### config.mk
export PLATFORM = sky130hd
export DESIGN_NAME = pixel_format_converter_flat
export DESIGN_NICKNAME = d
export VERILOG_FILES = /design/src/design/pfc_pkg.sv /design/src/design/pfc_if.sv /design/src/design/pfc_front.sv /design/src/design/pfc_queue.sv /design/src/design/pfc_back.sv /design/src/design/pixel_format_converter.sv /design/src/flat_wrapper.sv
export SDC_FILE = /design/constraint.sdc
export NUM_CORES = 1
export LEC_CHECK = 0
export BUFFER_PORTS_ARGS = -buffer_cell sky130_fd_sc_hd__buf_2
export CAP_MARGIN = 20
export CORE_MARGIN = 2
export CORE_UTILIZATION = 40
export DETAILED_ROUTE_END_ITERATION = 7
export HOLD_SLACK_MARGIN = 0.1
export PLACE_DENSITY = 0.6
export SLEW_MARGIN = 40
export SYNTH_ARGS = -nofsm -noshare
export SYNTH_HDL_FRONTEND = slang
export SYNTH_SLANG_ARGS = --single-unit
### constraint.sdc
create_clock -name clk -period 17.5 [get_ports clk]
set_input_delay 3.5 -clock clk [delete_from_list [all_inputs] [get_ports clk]]
set_output_delay 3.5 -clock clk [all_outputs]
set_load 0.02 [all_outputs]
### src/design/pfc_pkg.sv
// pixel format converter package: format codes, register indexes and shared types
// no dependencies; used by every file of the converter but pfc_if
package pfc_pkg;

	// pixel layout codes, as held in the format registers
	localparam logic [2:0] FMT_A8       = 3'd0;
	localparam logic [2:0] FMT_RGB888   = 3'd1;
	localparam logic [2:0] FMT_RGB565   = 3'd2;
	localparam logic [2:0] FMT_RGBA5551 = 3'd3;
	localparam logic [2:0] FMT_RGBA4444 = 3'd4;
	localparam logic [2:0] FMT_RGBA8888 = 3'd5;

	// configuration register indexes
	localparam int unsigned CFG_IDX_W = 2;
	localparam int unsigned CFG_DATA_W = 3;
	localparam logic [CFG_IDX_W-1:0] REG_SRC_FORMAT  = 2'd0;
	localparam logic [CFG_IDX_W-1:0] REG_DST_FORMAT  = 2'd1;
	localparam logic [CFG_IDX_W-1:0] REG_PREMULTIPLY = 2'd2;

	// queue depth between front and back
	localparam int unsigned QUEUE_DEPTH = 2;

	// current configuration as seen by front and back
	typedef struct packed {
		logic [2:0] src_format;
		logic [2:0] dst_format;
		logic       premultiply;
	} cfg_t;

	// pixel expanded to rgba8888 (r in the low byte), with its run marker
	typedef struct packed {
		logic [31:0] rgba;
		logic        last;
	} pix_t;

endpackage

### src/design/pfc_if.sv
// stream channels of the pixel format converter: input and output requests
// valid/ready handshake with the pixel word and run marker as payload
interface pfc_in_if;
	logic        valid;
	logic        ready;
	logic [31:0] pixel_in;
	logic        last_in;

	modport source (output valid, output pixel_in, output last_in, input ready);
	modport sink (input valid, input pixel_in, input last_in, output ready);
endinterface

interface pfc_out_if;
	logic        valid;
	logic        ready;
	logic [31:0] pixel_out;
	logic        last_out;

	modport source (output valid, output pixel_out, output last_out, input ready);
	modport sink (input valid, input pixel_out, input last_out, output ready);
endinterface

### src/design/pfc_front.sv
// front of the converter: accepts source pixels and expands them to rgba8888
// depends on pfc_pkg and pfc_if
module pfc_front (
	input  logic              clk,
	input  logic              arst_n,
	input  pfc_pkg::cfg_t     cfg,
	pfc_in_if.sink            in_ch,
	output logic              valid_s1,
	output pfc_pkg::pix_t     pix_s1,
	input  logic              take
);

	logic [31:0] p;
	logic [31:0] rgba;
	logic        ready;

	assign p = in_ch.pixel_in;

	// expand source layout to rgba8888, missing alpha is opaque, unknown codes give zero
	always_comb begin
		case (cfg.src_format)
			pfc_pkg::FMT_A8:       rgba = {p[7:0], 24'h000000};
			pfc_pkg::FMT_RGB888:   rgba = {8'hFF, p[23:0]};
			pfc_pkg::FMT_RGB565:   rgba = {8'hFF, p[4:0], 3'b000, p[10:5], 2'b00,
				p[15:11], 3'b000};
			pfc_pkg::FMT_RGBA5551: rgba = {{8{p[15]}}, p[14:10], 3'b000,
				p[9:5], 3'b000, p[4:0], 3'b000};
			pfc_pkg::FMT_RGBA4444: rgba = {p[3:0], 4'h0, p[7:4], 4'h0,
				p[11:8], 4'h0, p[15:12], 4'h0};
			pfc_pkg::FMT_RGBA8888: rgba = p;
			default:               rgba = 32'h0000_0000;
		endcase
	end

	// stage register advances when empty or when the queue takes it
	assign ready = !valid_s1 || take;
	assign in_ch.ready = ready;

	always_ff @(posedge clk or negedge arst_n) begin
		if (!arst_n) begin
			valid_s1 <= 1'b0;
		end else if (ready) begin
			valid_s1 <= in_ch.valid;
		end
	end

	// payload needs no reset
	always_ff @(posedge clk) begin
		if (ready && in_ch.valid) begin
			pix_s1.rgba <= rgba;
			pix_s1.last <= in_ch.last_in;
		end
	end

endmodule

### src/design/pfc_queue.sv
// short fifo between front and back of the converter
// depends on pfc_pkg
module pfc_queue (
	input  logic          clk,
	input  logic          arst_n,
	input  logic          push,
	input  pfc_pkg::pix_t push_data,
	output logic          not_full,
	input  logic          pop,
	output logic          not_empty,
	output pfc_pkg::pix_t head
);

	localparam int unsigned PTR_W = (pfc_pkg::QUEUE_DEPTH > 1) ?
		$clog2(pfc_pkg::QUEUE_DEPTH) : 1;
	localparam int unsigned CNT_W = $clog2(pfc_pkg::QUEUE_DEPTH + 1);

	pfc_pkg::pix_t      mem_q [pfc_pkg::QUEUE_DEPTH];
	logic [PTR_W-1:0]   wr_ptr_q;
	logic [PTR_W-1:0]   rd_ptr_q;
	logic [CNT_W-1:0]   count_q;
	logic               do_push;
	logic               do_pop;

	assign not_full  = (count_q != CNT_W'(pfc_pkg::QUEUE_DEPTH));
	assign not_empty = (count_q != '0);
	assign do_push   = push && not_full;
	assign do_pop    = pop && not_empty;
	assign head      = mem_q[rd_ptr_q];

	// pointer step with wrap
	function automatic logic [PTR_W-1:0] next_ptr(input logic [PTR_W-1:0] ptr);
		logic [PTR_W-1:0] nxt;
		if (ptr == PTR_W'(pfc_pkg::QUEUE_DEPTH - 1)) begin
			nxt = '0;
		end else begin
			nxt = ptr + PTR_W'(1);
		end
		return nxt;
	endfunction

	// pointers and fill count
	always_ff @(posedge clk or negedge arst_n) begin
		if (!arst_n) begin
			wr_ptr_q <= '0;
			rd_ptr_q <= '0;
			count_q  <= '0;
		end else begin
			if (do_push) begin
				wr_ptr_q <= next_ptr(wr_ptr_q);
			end
			if (do_pop) begin
				rd_ptr_q <= next_ptr(rd_ptr_q);
			end
			if (do_push && !do_pop) begin
				count_q <= count_q + CNT_W'(1);
			end else if (do_pop && !do_push) begin
				count_q <= count_q - CNT_W'(1);
			end
		end
	end

	// entry storage
	always_ff @(posedge clk) begin
		if (do_push) begin
			mem_q[wr_ptr_q] <= push_data;
		end
	end

endmodule

### src/design/pfc_back.sv
// back of the converter: packs rgba8888 into the destination layout and premultiplies
// depends on pfc_pkg and pfc_if
module pfc_back (
	input  logic          clk,
	input  logic          arst_n,
	input  pfc_pkg::cfg_t cfg,
	input  logic          avail,
	input  pfc_pkg::pix_t head,
	output logic          take,
	pfc_out_if.source     out_ch
);

	logic [31:0] c;
	logic [31:0] packed_pix;
	logic [31:0] result;
	logic        wide;
	logic [7:0]  mul_a;
	logic [7:0]  mul_r;
	logic [7:0]  mul_g;
	logic [7:0]  mul_b;
	logic [15:0] prod_r;
	logic [15:0] prod_g;
	logic [15:0] prod_b;
	logic        out_valid_q;
	logic        load;

	assign c = head.rgba;

	// pack by dropping low channel bits, 5551 alpha bit as OR of the top alpha nibble
	always_comb begin
		case (cfg.dst_format)
			pfc_pkg::FMT_A8:       packed_pix = {24'h000000, c[31:24]};
			pfc_pkg::FMT_RGB888:   packed_pix = {8'h00, c[23:0]};
			pfc_pkg::FMT_RGB565:   packed_pix = {16'h0000, c[7:3], c[15:10], c[23:19]};
			pfc_pkg::FMT_RGBA5551: packed_pix = {16'h0000, |c[31:28], c[23:19],
				c[15:11], c[7:3]};
			pfc_pkg::FMT_RGBA4444: packed_pix = {16'h0000, c[7:4], c[15:12],
				c[23:20], c[31:28]};
			pfc_pkg::FMT_RGBA8888: packed_pix = c;
			default:               packed_pix = 32'h0000_0000;
		endcase
	end

	// channel scaling: full bytes for rgba8888, top nibbles for rgba4444
	assign wide  = (cfg.dst_format == pfc_pkg::FMT_RGBA8888);
	assign mul_a = wide ? c[31:24] : {4'h0, c[31:28]};
	assign mul_r = wide ? c[7:0]   : {4'h0, c[7:4]};
	assign mul_g = wide ? c[15:8]  : {4'h0, c[15:12]};
	assign mul_b = wide ? c[23:16] : {4'h0, c[23:20]};
	assign prod_r = mul_r * mul_a;
	assign prod_g = mul_g * mul_a;
	assign prod_b = mul_b * mul_a;

	// premultiply in destination layout (rgba5551, rgba4444, rgba8888 only), alpha kept
	always_comb begin
		result = packed_pix;
		if (cfg.premultiply) begin
			case (cfg.dst_format)
				pfc_pkg::FMT_RGBA5551: result = packed_pix[15] ? packed_pix : 32'h0000_0000;
				pfc_pkg::FMT_RGBA4444: result = {16'h0000, prod_r[7:4], prod_g[7:4],
					prod_b[7:4], c[31:28]};
				pfc_pkg::FMT_RGBA8888: result = {c[31:24], prod_b[15:8], prod_g[15:8],
					prod_r[15:8]};
				default:               result = packed_pix;
			endcase
		end
	end

	// output register loads when empty or being drained
	assign load = !out_valid_q || out_ch.ready;
	assign take = load && avail;
	assign out_ch.valid = out_valid_q;

	always_ff @(posedge clk or negedge arst_n) begin
		if (!arst_n) begin
			out_valid_q <= 1'b0;
		end else if (load) begin
			out_valid_q <= avail;
		end
	end

	always_ff @(posedge clk) begin
		if (take) begin
			out_ch.pixel_out <= result;
			out_ch.last_out  <= head.last;
		end
	end

endmodule

### src/design/pixel_format_converter.sv
// pixel format converter top level: configuration registers, front, queue and back
// depends on pfc_pkg, pfc_if, pfc_front, pfc_queue and pfc_back
//
// usage:
//   in_ch takes one source pixel (pixel_in right-aligned, last_in) per ready cycle;
//   out_ch gives one converted pixel request (pixel_out, last_out) for each input,
//   in order. cfg_we/cfg_index/cfg_data write src_format (0), dst_format (1) and
//   premultiply (2); other indexes are ignored. Write only while the block is idle.
// timing:
//   throughput is one pixel per cycle while out_ch.ready stays high; the front and
//   output registers are single stages with a two-entry queue between them; an
//   accepted pixel passes the front register, then queue, then output register.
// reset:
//   arst_n clears all valid state and sets both formats to rgba8888 with
//   premultiply off; no pixels are held afterward.
// stall:
//   when out_ch.ready is low the output register holds, the queue fills and then
//   the front register fills, and in_ch.ready drops; up to four pixels sit inside.
module pixel_format_converter (
	input  logic                              clk,
	input  logic                              arst_n,
	input  logic                              cfg_we,
	input  logic [pfc_pkg::CFG_IDX_W-1:0]     cfg_index,
	input  logic [pfc_pkg::CFG_DATA_W-1:0]    cfg_data,
	pfc_in_if.sink                            in_ch,
	pfc_out_if.source                         out_ch
);

	pfc_pkg::cfg_t cfg_q;
	logic          valid_s1;
	pfc_pkg::pix_t pix_s1;
	logic          q_not_full;
	logic          q_not_empty;
	pfc_pkg::pix_t q_head;
	logic          q_pop;

	// configuration registers
	always_ff @(posedge clk or negedge arst_n) begin
		if (!arst_n) begin
			cfg_q.src_format  <= pfc_pkg::FMT_RGBA8888;
			cfg_q.dst_format  <= pfc_pkg::FMT_RGBA8888;
			cfg_q.premultiply <= 1'b0;
		end else if (cfg_we) begin
			case (cfg_index)
				pfc_pkg::REG_SRC_FORMAT:  cfg_q.src_format  <= cfg_data[2:0];
				pfc_pkg::REG_DST_FORMAT:  cfg_q.dst_format  <= cfg_data[2:0];
				pfc_pkg::REG_PREMULTIPLY: cfg_q.premultiply <= cfg_data[0];
				default: ;
			endcase
		end
	end

	// expand source pixels
	pfc_front u_front (
		.clk      (clk),
		.arst_n   (arst_n),
		.cfg      (cfg_q),
		.in_ch    (in_ch),
		.valid_s1 (valid_s1),
		.pix_s1   (pix_s1),
		.take     (q_not_full)
	);

	// decouple front from back
	pfc_queue u_queue (
		.clk       (clk),
		.arst_n    (arst_n),
		.push      (valid_s1),
		.push_data (pix_s1),
		.not_full  (q_not_full),
		.pop       (q_pop),
		.not_empty (q_not_empty),
		.head      (q_head)
	);

	// pack, premultiply and present
	pfc_back u_back (
		.clk    (clk),
		.arst_n (arst_n),
		.cfg    (cfg_q),
		.avail  (q_not_empty),
		.head   (q_head),
		.take   (q_pop),
		.out_ch (out_ch)
	);

endmodule

### src/flat_wrapper.sv
// flat-port wrapper written by rule: the top's interface ports become plain ports
module pixel_format_converter_flat 
  (clk, arst_n, cfg_we, cfg_index, cfg_data, in_ch_valid, in_ch_pixel_in, in_ch_last_in, in_ch_ready, out_ch_valid, out_ch_pixel_out, out_ch_last_out, out_ch_ready);
  pfc_in_if in_ch_i ();
  pfc_out_if out_ch_i ();
  input  logic clk;
  input  logic arst_n;
  input  logic cfg_we;
  input  logic [pfc_pkg::CFG_IDX_W-1:0] cfg_index;
  input  logic [pfc_pkg::CFG_DATA_W-1:0] cfg_data;
  input wire logic [$bits(in_ch_i.valid)-1:0] in_ch_valid;
  input wire logic [$bits(in_ch_i.pixel_in)-1:0] in_ch_pixel_in;
  input wire logic [$bits(in_ch_i.last_in)-1:0] in_ch_last_in;
  output wire logic [$bits(in_ch_i.ready)-1:0] in_ch_ready;
  output wire logic [$bits(out_ch_i.valid)-1:0] out_ch_valid;
  output wire logic [$bits(out_ch_i.pixel_out)-1:0] out_ch_pixel_out;
  output wire logic [$bits(out_ch_i.last_out)-1:0] out_ch_last_out;
  input wire logic [$bits(out_ch_i.ready)-1:0] out_ch_ready;
  assign in_ch_i.valid = in_ch_valid;
  assign in_ch_i.pixel_in = in_ch_pixel_in;
  assign in_ch_i.last_in = in_ch_last_in;
  assign in_ch_ready = in_ch_i.ready;
  assign out_ch_valid = out_ch_i.valid;
  assign out_ch_pixel_out = out_ch_i.pixel_out;
  assign out_ch_last_out = out_ch_i.last_out;
  assign out_ch_i.ready = out_ch_ready;
  pixel_format_converter u_core (.clk(clk), .arst_n(arst_n), .cfg_we(cfg_we), .cfg_index(cfg_index), .cfg_data(cfg_data), .in_ch(in_ch_i), .out_ch(out_ch_i));
endmodule
# == After elaboration in Yosys (flattened, before gate mapping) ==
# Memory sizes are Yosys's and may differ from the RTL's.
# Cells that the tools add are included.
# totals
reg_bits,79
ram_bits,66
input_bits,43
word_cells,69
mem_count,1
# memory_table
name,depth,width,read_ports,rd_ports_with_merged_regs,wr,line,rtl
u_core.u_queue.mem_q,2,33,1,0,1,pfc_queue.sv:18,pfc_pkg::pix_t mem_q [pfc_pkg::QUEUE_DEPTH];
# classes
n_addsub,4
mul,3
eq_ne,13
muxes,15
n_reduce_logical,21
# ops
op,count
one-hot mux 32 bit (6 select lines),2
one-hot mux 32 bit (3 select lines),1
2-to-1 mux 32 bit,2
multiplier 8 x 8 -> 16 bit,3
2-to-1 mux 8 bit,4
"== test 3 x 2 -> 1 bit, second input constant",4
"== test 3 bit, second input constant",4
"== test 3 x 1 -> 1 bit, second input constant",2
logical AND 1 bit,6
logical NOT 3 bit,2
AND reduction 2 bit,3
logical NOT 1 bit,4
2-to-1 mux 1 bit,4
2-to-1 mux 2 bit,2
nonzero test 2 bit,2
OR reduction 4 bit,1
"adder 1 bit, second input constant",2
"adder 2 x 1 -> 2 bit, second input constant",1
"== test 2 x 1 -> 1 bit, second input constant",1
"== test 2 bit, second input constant",1
logical NOT 2 bit,1
logical OR 1 bit,2
"inequality test 2 bit, second input constant",1
"subtractor 2 x 1 -> 2 bit, second input constant",1

# == Depth between registers and ports, before layout ==
# Gate-level depths: netlist (run 1).
# logic_depth
ltp_word,7
mapped_depth,25
depth_no_buf,20

# == Cells and area by module ==
# A second synthesis (run 1) with hierarchy kept.
# hier_totals
cells_unflattened,1331
hier_area_um2,13485.4
# modules_own_cells
mod,n_inst,cells_each,area_each_um2,seq_area_each_um2
pfc_back,1,1053,8739.6,1016.0
pfc_queue,1,121,2727.6,2082.0
pfc_front,1,140,1731.7,1016.0
pixel_format_converter,1,17,286.5,180.2

# == Worst setup path after synthesis (run 1) ==
# No wires, ideal clock.
# synth_timing
path_type,reg2reg
start,register u_core.u_queue.rd_ptr_q
end,"register u_core.u_back.out_ch.pixel_out[5], data pin"
setup_time_ps,271
arrival_ps,5449
t_required_ps,17229
slack_ps,11780
path_stages_with_launch,22
path_buffers,5
path_cell_list,dfrtp_1 > buf_6 > buf_6 > buf_2 > buf_2 > mux2i_1 > nand2b_1 > clkbuf_1 > nor2_1 > fa_1 > inv_1 > fa_1 > fa_1 > fa_1 > inv_1 > ha_1 > inv_1 > o21bai_1 > a2111oi_0 > o31ai_1 > mux2i_1 > o211ai_1
# synth_via
elab_chain_len,6
elab_cells_between_ends,11
cone_classes,2 x mul; 7 x mux; 1 x reduce/logical; 1 x memory
# synth_rtl
element,line,rtl
from (decl),pfc_queue.sv:20,logic [PTR_W-1:0] rd_ptr_q;
from (signal assigned),pfc_queue.sv:53,rd_ptr_q <= next_ptr(rd_ptr_q);
memory (2 x 33 bit) (*),n/a,
"parallel branches: the longest is 4 deep, another holds multiplier 8 x 8 -> 16 bit",n/a,
2-to-1 mux 32 bit (*),pfc_back.sv:57,if (cfg.premultiply) begin
via u_core.u_back.result[5],pfc_back.sv:15,logic [31:0] result;
to (signal assigned),pfc_back.sv:84,out_ch.pixel_out <= result;
to (decl),pfc_if.sv:19,"modport source (output valid, output pixel_out, output last_out, input ready);"
# Mark *: on every way through the listed nets, which the timed path passes.
# A chain may end at the register's enable or synchronous reset.

# == Final worst setup path (run 1) ==
# layout_timing
start,register u_core.cfg_q[1] in the netlist's numbering
end,"register u_core.u_back.out_ch.pixel_out[5], data pin"
# layout_via
elab_chain_len,5
elab_cells_between_ends,15
cone_classes,2 x mul; 5 x eq/ne; 7 x mux; 1 x reduce/logical
# layout_rtl
element,line,rtl
from (decl),pixel_format_converter.sv:29,pfc_pkg::cfg_t cfg_q;
== test 3 bit (tied with other cells),"pfc_back.sv:31, pfc_back.sv:45, pfc_back.sv:58",
2-to-1 mux 8 bit (tied with other cells),pfc_back.sv:47,"assign mul_r = wide ? c[7:0] : {4'h0, c[7:4]};"
multiplier 8 x 8 -> 16 bit (tied with other cells),pfc_back.sv:50,assign prod_r = mul_r * mul_a;
one-hot mux 32 bit (3 select lines),pfc_back.sv:58,case (cfg.dst_format)
2-to-1 mux 32 bit (*),pfc_back.sv:57,
via u_core.u_back.result[5],pfc_back.sv:15,
# Mark *: on every way through the listed nets, which the timed path passes. The rest lies on a longest branch.

==> metrics.md, run 1 <==
| Metric | Value |
|---|---|
| Max-slew violation count | 0 |
| Yosys cell types | 72 |
| P_leak | 6.463 nW |
| Leading area contributor after synthesis | edfxtp_1 |
| H-tree levels | 4 |
| Crit-path cells | and3b_1, buf_4, nand2_1, nor2_1, fa_1, inv_1, fa_1, fa_1, fa_1, inv_1, ha_1, inv_1, o21bai_1, a2111oi_1, o31ai_1, mux2i_1, o211ai_1 |
| Fin crit share | 0.3651 |
| Vias in the first global route | 9,760 |
| Critical Path AT | 6.54 ns |
| Mapped Avg Cell Area | 10.00 um^2 |
| Die area | 0.03356 mm^2 |
| Antenna-violating nets left | 0 |
| Slowest CP cell | dfstp_2 |
| Sink Count | 145 |
| Hold slack | 0.4398 ns |
| Seq/Total Area, Yosys | 0.3343 |
| Hold Vio Cnt, Final | 0 |
| Slew @ Worst Pin | 0.8446 ns |
| Final setup vio count | 0 |
| Tot Pwr | 2.562 mW |
| Resized cells post-CTS | 0 |
| CTS Hold Bufs | 0 |
| GRT overflow | 0 |
| CP Buf/Inv Count | 4 |
| Synth Flop Type | edfxtp_1 |
| Crit-path leading delay family | adder cells |
| Die width | 183.2 um |
| Top cell type's share of synthesized area | 0.3086 |
| Final core occ | 0.4530 |
| Routed length on met3 | 2.749 mm |
| GR Util All Layers | 0.2069 |
| WP data required | 17.65 ns |
| Max-cap violations | 0 |
| Drt first pass iters | 8 |
| Root buffer cell | clkbuf_16 |
| Setup Skew | 0.02129 ns |
| Number of enable flip-flop cells after synthesis | 132 |
| Clock transition at path regs | 0.07 ns |
| Antenna violations before repair | 1 |
| Most frequent cell after synthesis | nor2_1 |
| Slew headroom | 0.4258 |
| Most area-consuming cells after synthesis | edfxtp_1, fa_1, ha_1 |
| WL final | 33.34 mm |
| Std-Cell Rows | 65 |
| Routed vias | 9,738 |
| Nets | 1,599 |
| # port buffers | 77 |
| FF+latch count, synth | 145 |
| Initial DRC count | 1,005 |
| Diodes inserted | 0 |
| Crit start category | flop |
| Pwr Density | 179.2 mW/mm^2 |
| Ys Warns | 0 |
| Area grow syn2layout | 11.28% |
| Core area | 0.03156 mm^2 |
| Tmin final | 6.389 ns |
| Max Freq | 156.5 MHz |
| Synth cell count leaders | nor2_1, inv_1, edfxtp_1, fa_1, ha_1 |
| CP dominant cell by count | fa_1 |
| Outcome | completed |
| Largest net degree at the start of global routing | 44 |
| Latest clock arrival within the worst-skew pair | 0.44 ns |
| CTS tree | yes |
| WL per Instance | 18.91 um |
| Vias per cell | 5.524 |
| Final HPWL DP | 24.86 mm |
| CTS Buf Count | 17 |
| Largest fanout on the critical path | 43 |
| Syn Inst Count | 1,284 |
| Detail Route met2 WL | 15.15 mm |
| Max layer used | met4 |
| Peak supply drop | 0.1038 mV |
| WL met1 | 14.62 mm |
| First-pass GRT wire length | 53.58 mm |
| Chip Height | 183.2 um |
| Setup TNS | 0 ns |
| Post-CTS setup buffer count | 0 |
| Syn Nets | 1,535 |
| # IOs | 78 |
| RSZ-0062 raised after global routing | false |
| Drc violations | 0 |
| Final GP Congestion | 0.9055 |
| Netlist Area Pre-Place | 0.01284 mm^2 |
| CTS Buffer Depth | 2 |
| Starting Density | 0.4071 |
| Largest stage delay on the critical path | 0.96 ns |
| Layout cells sized above 1 | 0.1367 |
| Asr flop ratio synth | 0.08966 |
| Worst hold path type | reg2reg |
| CP Class | reg2reg |
| Setup crit end kind | flop |
| Number of fill cells | 2,983 |
logic make-up (layout without fill, tap and decap cells):
group / after synthesis / after routing / synth area share
AOI/OAI and AO/OA: 215 / 215 / 0.1167
buffers and inverters: 231 / 308 / 0.06984
muxes: 59 / 59 / 0.04851
xor gates and xnor gates: 32 / 32 / 0.02182
and+or+nand+nor: 394 / 394 / 0.1431
adders and majority gates: 208 / 208 / 0.2657
DFF: 145 / 145 / 0.3343
flip-flops by register name, summed over array words and instances, names as in the netlist:
signal,cells
u_core.cfg_q,7
u_core.u_back.out_ch.last_out,1
u_core.u_back.out_ch.pixel_out,32
u_core.u_back.out_ch.valid,1
u_core.u_front.pix_s1,33
u_core.u_front.valid_s1,1
u_core.u_queue.count_q,2
u_core.u_queue.mem_q,66
u_core.u_queue.rd_ptr_q,1
u_core.u_queue.wr_ptr_q,1
routing by layer:
layer | GRT usage | vias to the layer above
li1 | - | 4551
met1 | 0.2845 | 4749
met2 | 0.3271 | 400
met3 | 0.04388 | 38
met4 | 0.06720 | 0
met5 | 0 | -
area by class of cell:
class | instances | area, um^2 | share of cell area
inverter | 169 | 634.4 | 0.04438
timing repair buffer | 107 | 610.6 | 0.04272
tap | 402 | 503.0 | 0.03519
clock inverter | 14 | 132.6 | 0.009279
multi-input combinational | 908 | 7689 | 0.5379
sequential | 145 | 4295 | 0.3005
clock buffer | 18 | 429.2 | 0.03002
cells in the final DEF, fill, tap and decap left out, types with 30 or more instances in the layout:
cell / synthesis / routed
buf_4: 0 / 30
o21ai_0: 34 / 33
ha_1: 100 / 100
nand2b_1: 31 / 30
inv_1: 168 / 168
buf_2: 3 / 77
fa_1: 108 / 108
nand2_1: 77 / 76
o22ai_1: 30 / 30
mux2i_1: 43 / 41
nor2_1: 182 / 180
edfxtp_1: 132 / 132
a21oi_1: 33 / 33
final timing paths:
path | from | endpoint | slack [ns] | cells past startpoint
worst max-delay path | u_core.cfg_q[1]$_DFFE_PN1P_ | u_core.u_back.out_ch.pixel_out[5]$_DFFE_PP_ | 11.11 | 17
min in group asynchronous | arst_n | u_core.u_front.valid_s1$_DFFE_PN0N_ | 2.96 | 1
max in group asynchronous | arst_n | u_core.cfg_q[1]$_DFFE_PN1P_ | 14.23 | 1
worst max register to register | u_core.cfg_q[1]$_DFFE_PN1P_ | u_core.u_back.out_ch.pixel_out[5]$_DFFE_PP_ | 11.11 | 17
worst min-delay path | u_core.u_front.pix_s1[5]$_DFFE_PP_ | u_core.u_queue.mem_q[0][5]$_DFFE_PP_ | 0.44 | 0
worst min register to register | u_core.u_front.pix_s1[5]$_DFFE_PP_ | u_core.u_queue.mem_q[0][5]$_DFFE_PP_ | 0.44 | 0
metrics by stage:
| step | worst slack [ns] | cells | cell area (um^2) |
|---|---|---|---|
| 6_report | 11.11 | 1763 | 14290 |
| 3_5_place_dp | 11.19 | 1731 | 13720 |
| 2_1_floorplan | 11.78 | 1284 | 12840 |
| 3_3_place_gp | 10.83 | 1731 | 13700 |
| 5_1_grt | 10.77 | 1763 | 14290 |
| 4_1_cts | 11.19 | 1763 | 14280 |
where the power goes:
part | leakage (nW) | switching (mW) | internal (mW)
registers | 1.42 | 0.0559 | 0.534
logic | 4.77 | 1.05 | 0.571
clock network | 0.272 | 0.166 | 0.189
total | 6.46 | 1.27 | 1.29
(Power assumes the default switching activity.)
==> run 2, diff against run 1 <==
PLACE_DENSITY = 0.62   (was 0.6)
clock period = 5.8 ns   (was 17.5 ns; I/O delays follow)
==> run 2 against run 1 <==
Effect of this change:
- core utilization is 1.0 points higher
- cell area increased by 2.2%
- via count increased by 1.0%
==> metrics.md, run 2 (synthesis results as in run 1) <==
| Metric | Value |
|---|---|
| Outcome | completed |
| Layout cells sized above 1 | 0.1592 (+0.02251) |
| Die area | 0.03356 mm^2 (unchanged) |
| Hold Vio Cnt, Final | 0 (unchanged) |
| Peak supply drop | 0.3130 mV (+200%) |
| CTS tree | yes |
| Slew headroom | 0.4770 (+0.05123) |
| Pwr Density | 539.0 mW/mm^2 (+200%) |
| Nets | 1,639 (+2.5%) |
| Slew @ Worst Pin | 0.7816 ns (-0.06302 ns) |
| CP Class | reg2reg |
| Number of fill cells | 2,961 (-0.74%) |
| Antenna violations before repair | 0 (-1) |
| Tmin final | 5.457 ns (-0.9317 ns) |
| WL final | 34.04 mm (+2.1%) |
| WP data required | 5.94 ns (-11.71 ns) |
| Std-Cell Rows | 65 (unchanged) |
| H-tree levels | 4 (unchanged) |
| Routed vias | 9,839 (+1.0%) |
| Placed Cells incl. Taps | 1,771 (+2.3%) |
| RSZ-0062 raised after global routing | false |
| Initial DRC count | 913 (-9.2%) |
| Die width | 183.2 um (unchanged) |
| Starting Density | 0.4071 (unchanged) |
| Post-CTS setup buffer count | 0 (unchanged) |
| Max-cap violations | 0 (unchanged) |
| CTS Buf Count | 17 (unchanged) |
| Max reg flops | 66 (unchanged) |
| Setup Skew | 0.01909 ns (-0.002195 ns) |
| Final GP Congestion | 0.9503 (+4.9%) |
| Final HPWL DP | 26.55 mm (+6.8%) |
| Vias in the first global route | 9,775 (+0.15%) |
| Setup crit end kind | flop |
| GRT overflow | 0 (unchanged) |
| WL per Instance | 18.88 um (-0.16%) |
| Crit start category | flop |
| Core area | 0.03156 mm^2 (unchanged) |
| Diodes inserted | 0 (unchanged) |
| Worst hold path type | reg2reg |
| Most common cell after layout, fill and taps aside | nor2_1 |
| Root buffer cell | clkbuf_16 |
| GR Util All Layers | 0.2099 (+0.002946) |
| First-pass GRT wire length | 53.92 mm (+0.63%) |
| Largest net degree at the start of global routing | 40 (-9.1%) |
| Chip Height | 183.2 um (unchanged) |
| Most frequent cells in the layout | nor2_1, inv_1, edfxtp_1 |
| Largest fanout on the critical path | 22 (-49%) |
| Hold slack | 0.4441 ns (+0.004295 ns) |
| Tot Pwr | 7.874 mW (+210%) |
| Final setup vio count | 0 (unchanged) |
| Top reg by flops | u_core.u_queue.mem_q |
| Clock transition at path regs | 0.07 ns (about the same) |
| Latest clock arrival within the worst-skew pair | 0.45 ns (about the same) |
| Drc violations | 0 (unchanged) |
| Fin crit share | 0.9409 (+0.5758) |
| Drt first pass iters | 6 (-2) |
| Max Freq | 183.2 MHz (+17%) |
| # IOs | 78 (unchanged) |
| Setup TNS | 0 ns (unchanged) |
| # port buffers | 77 (unchanged) |
| Final cell count without fillers | 1,803 (+2.3%) |
| P_leak | 6.664 nW (+3.1%) |
| Vias per cell | 5.457 (-1.2%) |
| Sink Count | 145 (unchanged) |
| Max-slew violation count | 0 (unchanged) |
| Antenna-violating nets left | 0 (unchanged) |
| Critical Path AT | 5.60 ns (-0.94 ns) |
| Final WS setup | 0.3429 ns (-10.77 ns) |
| Area grow syn2layout | 13.73% |
| Top Registers | u_core.u_queue.mem_q: 66 flops, u_core.u_front.pix_s1: 33 flops, u_core.u_back.out_ch.pixel_out: 32 flops |
| Dpl ws | 0.03558 ns (-11.15 ns) |
| CTS Buffer Depth | 2 (unchanged) |
==> run 2: changes by cell type in the layout (fill, tap and decap cells not counted), sizes merged <==
cell      previous run  this run
buf                107       147
bufinv               0         1
clkbuf              18        17
clkinv               3         5
clkinvlp             2         3
inv                178       175
==> run 2: routing by layer <==
metal	routed length (um)	track usage
met3	2385	0.04388
met1	15060	0.2838
met2	15580	0.3347
met4	1013	0.07488
met5	0	0
==> run 2: worst max-delay path: stages, from the launching register on <==
cell	delay, ns
dfstp_2	0.53
and3b_1	0.22
buf_4	0.20
buf_6	0.22
nand2_1	0.27
buf_4	0.26
nor2_1	0.16
fa_1	0.46
fa_1	0.45
fa_1	0.49
inv_1	0.05
fa_1	0.47
inv_1	0.04
ha_1	0.29
or2_2	0.33
o31a_1	0.16
a41oi_1	0.27
xor2_1	0.18
o22ai_1	0.10
==> run 2: metrics by stage <==
step | area, um^2 | util
floorplan | 12840 | -
global placement | 14010 | 0.4441
detailed placement | 14010 | 0.4441
CTS | 14590 | 0.4624
global route | 14610 | 0.4629
finish | 14610 | 0.4629
==> run 2: path summary, 6_finish.rpt <==
kind	from	to	slack (ns)	cells after the start
max	u_core.cfg_q[1]$_DFFE_PN1P_	u_core.u_back.out_ch.pixel_out[20]$_DFFE_PP_	0.34	18
min	u_core.u_front.pix_s1[7]$_DFFE_PP_	u_core.u_queue.mem_q[0][7]$_DFFE_PP_	0.44	0
max reg2reg	u_core.cfg_q[1]$_DFFE_PN1P_	u_core.u_back.out_ch.pixel_out[20]$_DFFE_PP_	0.34	18
min reg2reg	u_core.u_front.pix_s1[7]$_DFFE_PP_	u_core.u_queue.mem_q[0][7]$_DFFE_PP_	0.44	0
max in group asynchronous	arst_n	u_core.cfg_q[3]$_DFFE_PN1P_	4.86	1
min in group asynchronous	arst_n	u_core.u_queue.count_q[1]$_DFFE_PN0P_	0.63	1
==> run 2: cell type report <==
class	instances	area (um^2)	area share
Multi-Input combinational cell	908	7665	0.5247
Sequential cell	145	4298	0.2942
Timing Repair Buffer	147	930.9	0.06373
Inverter	169	634.4	0.04343
Tap cell	402	503.0	0.03443
Clock buffer	17	425.4	0.02912
Clock inverter	15	151.4	0.01036
==> run 2: repair_timing <==
action,4_1_cts,5_1_grt
hold buffers,0,0
resized for setup,0,5
setup endpoints to repair,0,4
==> run 2: where the power goes <==
part	internal [mW]	total [mW]	switching [mW]	leakage [nW]
clock network	0.604	1.09	0.484	0.278
registers	1.61	1.78	0.166	1.42
logic	1.86	5.01	3.15	4.96
